$ cat config.mk
export PLATFORM = sky130hd
export DESIGN_NAME = sha256_block_compressor_top
export DESIGN_NICKNAME = d
export VERILOG_FILES = /design/src/hdl/sha_pkg.sv /design/src/hdl/sha_sched.sv /design/src/hdl/sha_round.sv /design/src/hdl/sha256_block_compressor_top.sv
export SDC_FILE = /design/constraint.sdc
export NUM_CORES = 2
export LEC_CHECK = 0
export BUFFER_PORTS_ARGS = -buffer_cell sky130_fd_sc_hd__buf_2
export CAP_MARGIN = 40
export CORE_MARGIN = 2
export CORE_UTILIZATION = 35
export CTS_CLUSTER_SIZE = 12
export DETAILED_ROUTE_END_ITERATION = 8
export SLEW_MARGIN = 30
export SYNTH_ARGS = -nofsm -noshare
export SYNTH_HDL_FRONTEND = slang
export SYNTH_SLANG_ARGS = --single-unit
$ cat constraint.sdc
create_clock -name clock -period 22.2 [get_ports clock]
set_clock_uncertainty 0.15 [all_clocks]
set_input_delay 4.44 -clock clock [delete_from_list [all_inputs] [get_ports clock]]
set_output_delay 4.44 -clock clock [all_outputs]
set_load 0.01 [all_outputs]
$ cat src/hdl/sha_pkg.sv
`timescale 1ns / 1ps
`default_nettype none

package sha_pkg;

   typedef logic [31:0] word_type;
   // eight 32-bit words, index 0 is word a / most significant digest word
   typedef logic [7:0][31:0] hash_type;

   localparam int BlockWords = 16;
   localparam int Rounds     = 64;

   // Sequencer states
   typedef enum logic [1:0] {
      ST_LOAD,
      ST_ROUND,
      ST_ADD,
      ST_OUT
   } state_type;

   // Control from the sequencer to the schedule and round units
   typedef struct packed {
      logic load;   // take a message word / load working variables
      logic step;   // advance by one round
   } ctl_type;

   localparam hash_type INIT_HASH = {
      32'h5be0cd19, 32'h1f83d9ab, 32'h9b05688c, 32'h510e527f,
      32'ha54ff53a, 32'h3c6ef372, 32'hbb67ae85, 32'h6a09e667
   };

   localparam word_type ROUND_K [Rounds] = '{
      32'h428a2f98, 32'h71374491, 32'hb5c0fbcf, 32'he9b5dba5,
      32'h3956c25b, 32'h59f111f1, 32'h923f82a4, 32'hab1c5ed5,
      32'hd807aa98, 32'h12835b01, 32'h243185be, 32'h550c7dc3,
      32'h72be5d74, 32'h80deb1fe, 32'h9bdc06a7, 32'hc19bf174,
      32'he49b69c1, 32'hefbe4786, 32'h0fc19dc6, 32'h240ca1cc,
      32'h2de92c6f, 32'h4a7484aa, 32'h5cb0a9dc, 32'h76f988da,
      32'h983e5152, 32'ha831c66d, 32'hb00327c8, 32'hbf597fc7,
      32'hc6e00bf3, 32'hd5a79147, 32'h06ca6351, 32'h14292967,
      32'h27b70a85, 32'h2e1b2138, 32'h4d2c6dfc, 32'h53380d13,
      32'h650a7354, 32'h766a0abb, 32'h81c2c92e, 32'h92722c85,
      32'ha2bfe8a1, 32'ha81a664b, 32'hc24b8b70, 32'hc76c51a3,
      32'hd192e819, 32'hd6990624, 32'hf40e3585, 32'h106aa070,
      32'h19a4c116, 32'h1e376c08, 32'h2748774c, 32'h34b0bcb5,
      32'h391c0cb3, 32'h4ed8aa4a, 32'h5b9cca4f, 32'h682e6ff3,
      32'h748f82ee, 32'h78a5636f, 32'h84c87814, 32'h8cc70208,
      32'h90befffa, 32'ha4506ceb, 32'hbef9a3f7, 32'hc67178f2
   };

   function automatic word_type big_s0(input word_type x);
      return {x[1:0], x[31:2]} ^ {x[12:0], x[31:13]} ^ {x[21:0], x[31:22]};
   endfunction

   function automatic word_type big_s1(input word_type x);
      return {x[5:0], x[31:6]} ^ {x[10:0], x[31:11]} ^ {x[24:0], x[31:25]};
   endfunction

   function automatic word_type small_s0(input word_type x);
      return {x[6:0], x[31:7]} ^ {x[17:0], x[31:18]} ^ {3'b000, x[31:3]};
   endfunction

   function automatic word_type small_s1(input word_type x);
      return {x[16:0], x[31:17]} ^ {x[18:0], x[31:19]} ^ {10'b0, x[31:10]};
   endfunction

endpackage

`default_nettype wire

$ cat src/hdl/sha_sched.sv
`timescale 1ns / 1ps
`default_nettype none

// Message schedule: a 16-word shift line holding w[t] .. w[t+15].
module sha_sched (
   input  wire              clock,
   input  sha_pkg::ctl_type ctl,
   input  sha_pkg::word_type msg_word,
   output sha_pkg::word_type sched_word
);
   import sha_pkg::*;

   word_type win_ff [BlockWords];
   word_type win_in [BlockWords];
   word_type expand;

   // w[t+16] from the window taps
   assign expand = small_s1(win_ff[14]) + win_ff[9] + small_s0(win_ff[1]) + win_ff[0];
   assign sched_word = win_ff[0];

   // shift towards slot 0; new word enters at the top
   always_comb begin
      for (int i = 0; i < BlockWords - 1; i++) begin
         win_in[i] = win_ff[i + 1];
      end
      win_in[BlockWords - 1] = ctl.load ? msg_word : expand;
   end

   // payload only, no reset
   always_ff @(posedge clock) begin
      if (ctl.load || ctl.step) begin
         win_ff <= win_in;
      end
   end

endmodule

`default_nettype wire

$ cat src/hdl/sha_round.sv
`timescale 1ns / 1ps
`default_nettype none

// Compression round unit: one round of a..h per step.
module sha_round (
   input  wire               clock,
   input  sha_pkg::ctl_type  ctl,
   input  sha_pkg::hash_type chain,
   input  sha_pkg::word_type sched_word,
   input  wire [5:0]         round_idx,
   output sha_pkg::hash_type work
);
   import sha_pkg::*;

   hash_type work_ff;
   hash_type work_in;
   word_type t1;
   word_type t2;
   word_type ch;
   word_type maj;

   assign work = work_ff;

   // round function
   always_comb begin
      ch  = (work_ff[4] & work_ff[5]) ^ (~work_ff[4] & work_ff[6]);
      maj = (work_ff[0] & work_ff[1]) ^ (work_ff[0] & work_ff[2])
          ^ (work_ff[1] & work_ff[2]);
      t1  = work_ff[7] + big_s1(work_ff[4]) + ch + ROUND_K[round_idx] + sched_word;
      t2  = big_s0(work_ff[0]) + maj;
      if (ctl.load) begin
         work_in = chain;
      end else begin
         work_in[7] = work_ff[6];
         work_in[6] = work_ff[5];
         work_in[5] = work_ff[4];
         work_in[4] = work_ff[3] + t1;
         work_in[3] = work_ff[2];
         work_in[2] = work_ff[1];
         work_in[1] = work_ff[0];
         work_in[0] = t1 + t2;
      end
   end

   always_ff @(posedge clock) begin
      if (ctl.load || ctl.step) begin
         work_ff <= work_in;
      end
   end

endmodule

`default_nettype wire

$ cat src/hdl/sha256_block_compressor_top.sv
`timescale 1ns / 1ps
`default_nettype none

// Channel   Direction  Ports                                   Beat
// req       in         req_message_word, req_start_message    one message word
// rsp       out        rsp_digest_word, rsp_word_position,    one digest word
//                      rsp_last_word
//
// A block is loaded as 16 words (one word a cycle while req_valid is
// high), then runs 64 rounds through the single round unit, is added
// into the chaining value and emits its eight digest words.
// Reset loads the standard initial hash values and clears the counters.
// req_stall is high unless loading; rsp_stall holds the current digest
// word, and the next block is not taken until all eight have gone.
module sha256_block_compressor_top (
   input  wire        clock,
   input  wire        reset,
   input  wire        req_valid,
   output logic       req_stall,
   input  wire [31:0] req_message_word,
   input  wire        req_start_message,
   output logic       rsp_valid,
   input  wire        rsp_stall,
   output logic [31:0] rsp_digest_word,
   output logic [2:0] rsp_word_position,
   output logic       rsp_last_word
);
   import sha_pkg::*;

   state_type state_ff, state_in;
   hash_type  chain_ff, chain_in;
   logic [3:0] word_count_ff, word_count_in;
   logic [5:0] round_count_ff, round_count_in;
   logic [2:0] out_idx_ff, out_idx_in;
   ctl_type   ctl;
   word_type  sched_word;
   hash_type  work;
   logic      req_take;

   sha_sched u_sched (
      .clock      (clock),
      .ctl        (ctl),
      .msg_word   (req_message_word),
      .sched_word (sched_word)
   );

   sha_round u_round (
      .clock      (clock),
      .ctl        (ctl),
      .chain      (chain_ff),
      .sched_word (sched_word),
      .round_idx  (round_count_ff),
      .work       (work)
   );

   assign req_stall = (state_ff != ST_LOAD);
   assign req_take  = req_valid && !req_stall;

   // digest output straight from the chaining value
   assign rsp_valid         = (state_ff == ST_OUT);
   assign rsp_digest_word   = chain_ff[out_idx_ff];
   assign rsp_word_position = out_idx_ff;
   assign rsp_last_word     = (out_idx_ff == 3'd7);

   // sequencer
   always_comb begin
      state_in       = state_ff;
      chain_in       = chain_ff;
      word_count_in  = word_count_ff;
      round_count_in = round_count_ff;
      out_idx_in     = out_idx_ff;
      ctl            = '0;
      case (state_ff)
         ST_LOAD: begin
            if (req_take) begin
               ctl.load      = 1'b1;
               word_count_in = word_count_ff + 4'd1;
               if (word_count_ff == 4'd0 && req_start_message) begin
                  chain_in = INIT_HASH;
               end
               if (word_count_ff == 4'd15) begin
                  round_count_in = '0;
                  state_in       = ST_ROUND;
               end
            end
         end
         ST_ROUND: begin
            ctl.step       = 1'b1;
            round_count_in = round_count_ff + 6'd1;
            if (round_count_ff == 6'd63) begin
               state_in = ST_ADD;
            end
         end
         ST_ADD: begin
            for (int j = 0; j < 8; j++) begin
               chain_in[j] = chain_ff[j] + work[j];
            end
            out_idx_in = '0;
            state_in   = ST_OUT;
         end
         ST_OUT: begin
            if (!rsp_stall) begin
               out_idx_in = out_idx_ff + 3'd1;
               if (out_idx_ff == 3'd7) begin
                  state_in = ST_LOAD;
               end
            end
         end
         default: begin
            state_in = ST_LOAD;
         end
      endcase
   end

   always_ff @(posedge clock) begin
      if (reset) begin
         state_ff       <= ST_LOAD;
         chain_ff       <= INIT_HASH;
         word_count_ff  <= '0;
         round_count_ff <= '0;
         out_idx_ff     <= '0;
      end else begin
         state_ff       <= state_in;
         chain_ff       <= chain_in;
         word_count_ff  <= word_count_in;
         round_count_ff <= round_count_in;
         out_idx_ff     <= out_idx_in;
      end
   end

endmodule

`default_nettype wire

## Word level (Yosys, flattened, before mapping)

Memory sizes are Yosys's and may differ from the RTL's.
Index checks and enable logic that the tools add are counted.

- Memories: 1
- Output and inout bits: 38
- Register bits: 1039
- Input bits: 37
- Bits in read-only memories: 2048
- Logic and storage cells: 128

- Magnitude comparators: 2
- Equality and inequality tests: 12
- Muxes and demuxes: 23
- Reduce and logical (&&, ||, !) cells: 15
- Add/subtract/negate cells: 21
- Bitwise gates (word level): 18

Memories:

| name | depth | bits a word | read ports | clocked after memory_dff | write ports | line | source |
|---|---|---|---|---|---|---|---|
| (no name shown) | 64 | 32 | 1 | 0 | 0 | sha_round.sv:29 | `t1 = work_ff[7] + big_s1(work_ff[4]) + ch + ROUND_K[round_idx] + sched_word;` |

Operators with widths:

| kind | number |
|---|---|
| $mux 256 | 3 |
| $add 32x32->32 | 18 |
| $pmux 256 s2 | 1 |
| $xor 32x32->32 | 9 |
| $and 32x32->32 | 5 |
| $mux 32 | 4 |
| $bmux 32 s3 | 1 |
| $not 32->32 | 1 |
| $xor 32x22->32 | 1 |
| $xor 32x29->32 | 1 |
| $mux 6 | 2 |
| $pmux 6 s2 | 1 |
| $mux 2 | 5 |
| $ne 2x2->1 const B | 5 |
| $pmux 2 s4 | 1 |
| $reduce_bool 2->1 | 4 |
| $ge 7x7->1 const B | 1 |
| $not 6->7 | 1 |
| $add 6x1->6 const B | 1 |
| $eq 6x6->1 const B | 1 |
| $pmux 3 s2 | 1 |
| $reduce_and 3->1 | 2 |
| $reduce_and 5->1 | 1 |
| $add 4x1->4 const B | 1 |
| 15 further kinds | 20 |

## Longest topological paths before layout

- Depth in word-level cells: 8
- Depth in mapped cells: 41
- Mapped depth without buffers: 39

## Modules after synthesis

From an unflattened synthesis, not the netlist that was laid out.

- Cell total of the unflattened synthesis: 6447
- Area total of the unflattened synthesis: 67415.9 um2

By module, submodules not included:

| module | instances | seq. area each (um2) | area an instance (um2) | cells an instance |
|---|---|---|---|---|
| sha_round | 1 | 7687.4 | 23961.7 | 2493 |
| sha256_block_compressor_top | 1 | 5425.2 | 22945.8 | 2783 |
| sha_sched | 1 | 15374.7 | 20508.4 | 1171 |

## Worst setup path after synthesis

OpenSTA, ideal clock, no wires.

- Path type: input-to-reg
- From: input req_valid
- To: register round_count_ff[0]
- Slack: -1906 ps
- Stages on the path: 5
- Path buffers: 0
- Arrival: 23823 ps
- Library setup time: 133 ps
- Required time: 21917 ps
- Cells stage by stage: nand2_1 nand2b_1 nand2_1 a21oi_1 nor2_1

- Word-level cells in the longest chain between the ends: 3

Ends and longest elaborated chain:

| element | line | source |
|---|---|---|
| start, declared | sha256_block_compressor_top.sv:18 | `input wire req_valid,` |
| $logic_and 1x1->1 | sha256_block_compressor_top.sv:57 | `assign req_take = req_valid && !req_stall;` |
| $ne 2x2->1 (no source line) | n/a |  |
| $reduce_and 3->1 (no source line) | n/a |  |
| end signal, assigned | sha256_block_compressor_top.sv:126 | `round_count_ff <= round_count_in;` |
| end, declared | sha256_block_compressor_top.sv:33 | `logic [5:0] round_count_ff, round_count_in;` |

No other way between the ends.
A chain may end at the register's enable or synchronous reset.

==> flow_metrics.tcl <==
set metrics [dict create \
    antenna_found_initial 4 \
    ioPinCount 75 \
    critPathRequiredTime_ns 22.50 \
    cts_setup_buffers 0 \
    drc_errors 0 \
    cts_buffers 117 \
    synth_cell_type_count 89 \
    start_util 0.3529 \
    cp_slowest_cell "ha_1" \
    rsz0062_at_grt "no" \
    yosysMostFrequentCell "nand2_1" \
    max_slew_margin 0.3605 \
    syn_avg_cell_area_sq_um 10.31 \
    tns_ns 0 \
    viasPerCell 5.609 \
    ys_top_cells_by_count "nand2_1, edfxtp_1, a21oi_1" \
    first_pass_iters 6 \
    routed_wl_mm 215.8 \
    finalHoldViolations 0 \
    clockBufferDepth 3 \
    nets 6884 \
    dieHeight_um 434.1 \
    port_buffers 74 \
    cts_resized 0 \
    cts.reportedPaths.clkPinSlew_ns 0.06 \
    worst_pin_slew_ns 0.9492 \
    netlist.area_leader.share 0.3562 \
    fin_crit_ns 10.85 \
    crit_fanout 26 \
    synthFlopType "edfxtp_1" \
    hold-path-cell-count 0 \
    cts_tree "yes" \
    worstSetupPathType "flip-flop to flip-flop" \
    fp.dieArea_sq_um 188500 \
    synth.yosys.seq_area_share 0.4400 \
    postCtsHoldBufs 0 \
    areaGrowthSynthToFinish_pct 10.87 \
    holdCritPathClass "flip-flop to flip-flop" \
    outcome "finished, final reports clean" \
    fmax_mhz 92.15 \
    yosys.area.top_type "edfxtp_1" \
    max-cap-violations 0 \
    regArea_sq_um 28500 \
    die_w_um 434.1 \
    ys_ff_latch 1039 \
    slowest_delay_ns 0.89 \
    htree_levels 3 \
    synth_edf_count 768 \
    finalSetupViolations 0 \
    grt_pass1_vias 46740 \
    coreArea_sq_um 183500 \
    syn_nets 6910 \
    async_reset_ff_frac 0 \
    ys_warn_count 0 \
    antenna_left 0 \
    cts-root-buf "clkbuf_16" \
    multi_input_area_sq_um 34240 \
    drive_gt1_frac 0.08227 \
    end_kind "flip-flop" \
    overflow 0 \
    synth_cells 6279 \
    worstPathArrival_ns 11.16 \
    fin_crit_sh 0.4888 \
    grt_pass1_wl_mm 315.9 \
    reg2regPathDepth 35 \
    num-fill-cells 17890 \
    synthesis.area_sq_um 64750 \
    wl_per_cell_um 24.53 \
    rows 157 \
    grt_usage 0.2248 \
    worstSetupStartpointType "flip-flop" \
    synth_area_leaders "edfxtp_1, dfxtp_1, ha_1" \
    slew_viol_final 0 \
    clock_latency_ns 0.76 \
    place.gp.congestion 0.9385 \
    grt_start_max_net_pins 162 \
    dr_total_vias 49350 \
    drt-initial-drc-count 5383 \
    dp_hpwl_mm 159.5 \
    cts_sinks 1039 \
]
worst max-delay path: cells and delay by family (launching register included):
kind / cells / cell delay (ns)
fa+ha+maj: 8 / 3.85
compound gates: 13 / 3.33
simple gates: 5 / 1.33
buf+inv: 7 / 1.21
xor+xnor: 2 / 0.38
flops: 1 / 0.31
worst paths after layout:
check	to	slack, ns	startpoint
max	u_round.work[31]	11.35	round_count_ff[0]
min	u_sched.win_ff[43]	0.25	u_sched.win_ff[11]
max reg2reg	u_round.work[31]	11.35	round_count_ff[0]
min reg2reg	u_sched.win_ff[43]	0.25	u_sched.win_ff[11]
kinds of logic after synthesis:
| group | Yosys count | share of synthesized area |
|---|---|---|
| flops | 1039 | 0.4400 |
| compound gates | 1509 | 0.1479 |
| fa+ha+maj | 614 | 0.1405 |
| buf+inv | 561 | 0.03252 |
| mux | 157 | 0.04006 |
| simple gates | 1823 | 0.1211 |
| xor+xnor | 576 | 0.07791 |
cells in the final DEF (no fill, tap or decap), types with 74 or more instances in the layout:
cell and n:
inv_1 261, buf_2 74, dfxtp_1 265, nor3_1 74, clkbuf_16 120, o22ai_1 87
nor2_1 375, a21oi_1 425, ha_1 398, a21o_1 157, xnor2_1 414, nand2_1 992
edfxtp_1 768, fa_1 195, xor2_1 162, nand3_1 100, mux4_2 75, o21ai_0 340
registers in the layout, indices dropped and copies added (netlist names):
signal and cells:
state_ff 2, rsp_word_position 3, u_sched.sched_word 32, word_count_ff 4
round_count_ff 6, u_round.work 256, u_sched.win_ff 480, chain_ff 256
final cells by class:
type,count,share of cell area
multi-input cells,4679,0.4770
flip-flops and latches,1039,0.3971
clock buffers,146,0.04431
well taps,2464,0.04295
repair buffers,153,0.01687
inverters,263,0.01379
clock inverters,53,0.007948
diodes,1,0.00003486
layer usage:
layer | global-route usage | vias up | routed length [um]
met5 | 0 | - | 13
met4 | 0.06671 | 2 | 6416
met3 | 0.03197 | 304 | 16060
met2 | 0.3419 | 1953 | 94960
met1 | 0.3300 | 24580 | 98370
li1 | - | 22510 | -
stage by stage:
stage	hold WS, ns	setup slack, ns	area [sq um]	instances	utilization
finish	0.2493	11.35	71790	8798	0.3913
global route	0.2480	10.63	71780	8797	0.3912
CTS	0.2419	11.50	71580	8786	0.3901
detailed placement	0.2545	11.55	67830	8587	0.3697
global placement	0.2503	11.60	67640	8577	0.3687
floorplan	0.2503	7.124	64750	6279	-
Power is not shown: default switching activity piles up to over one toggle a cycle in this logic, so the estimate is an artifact.
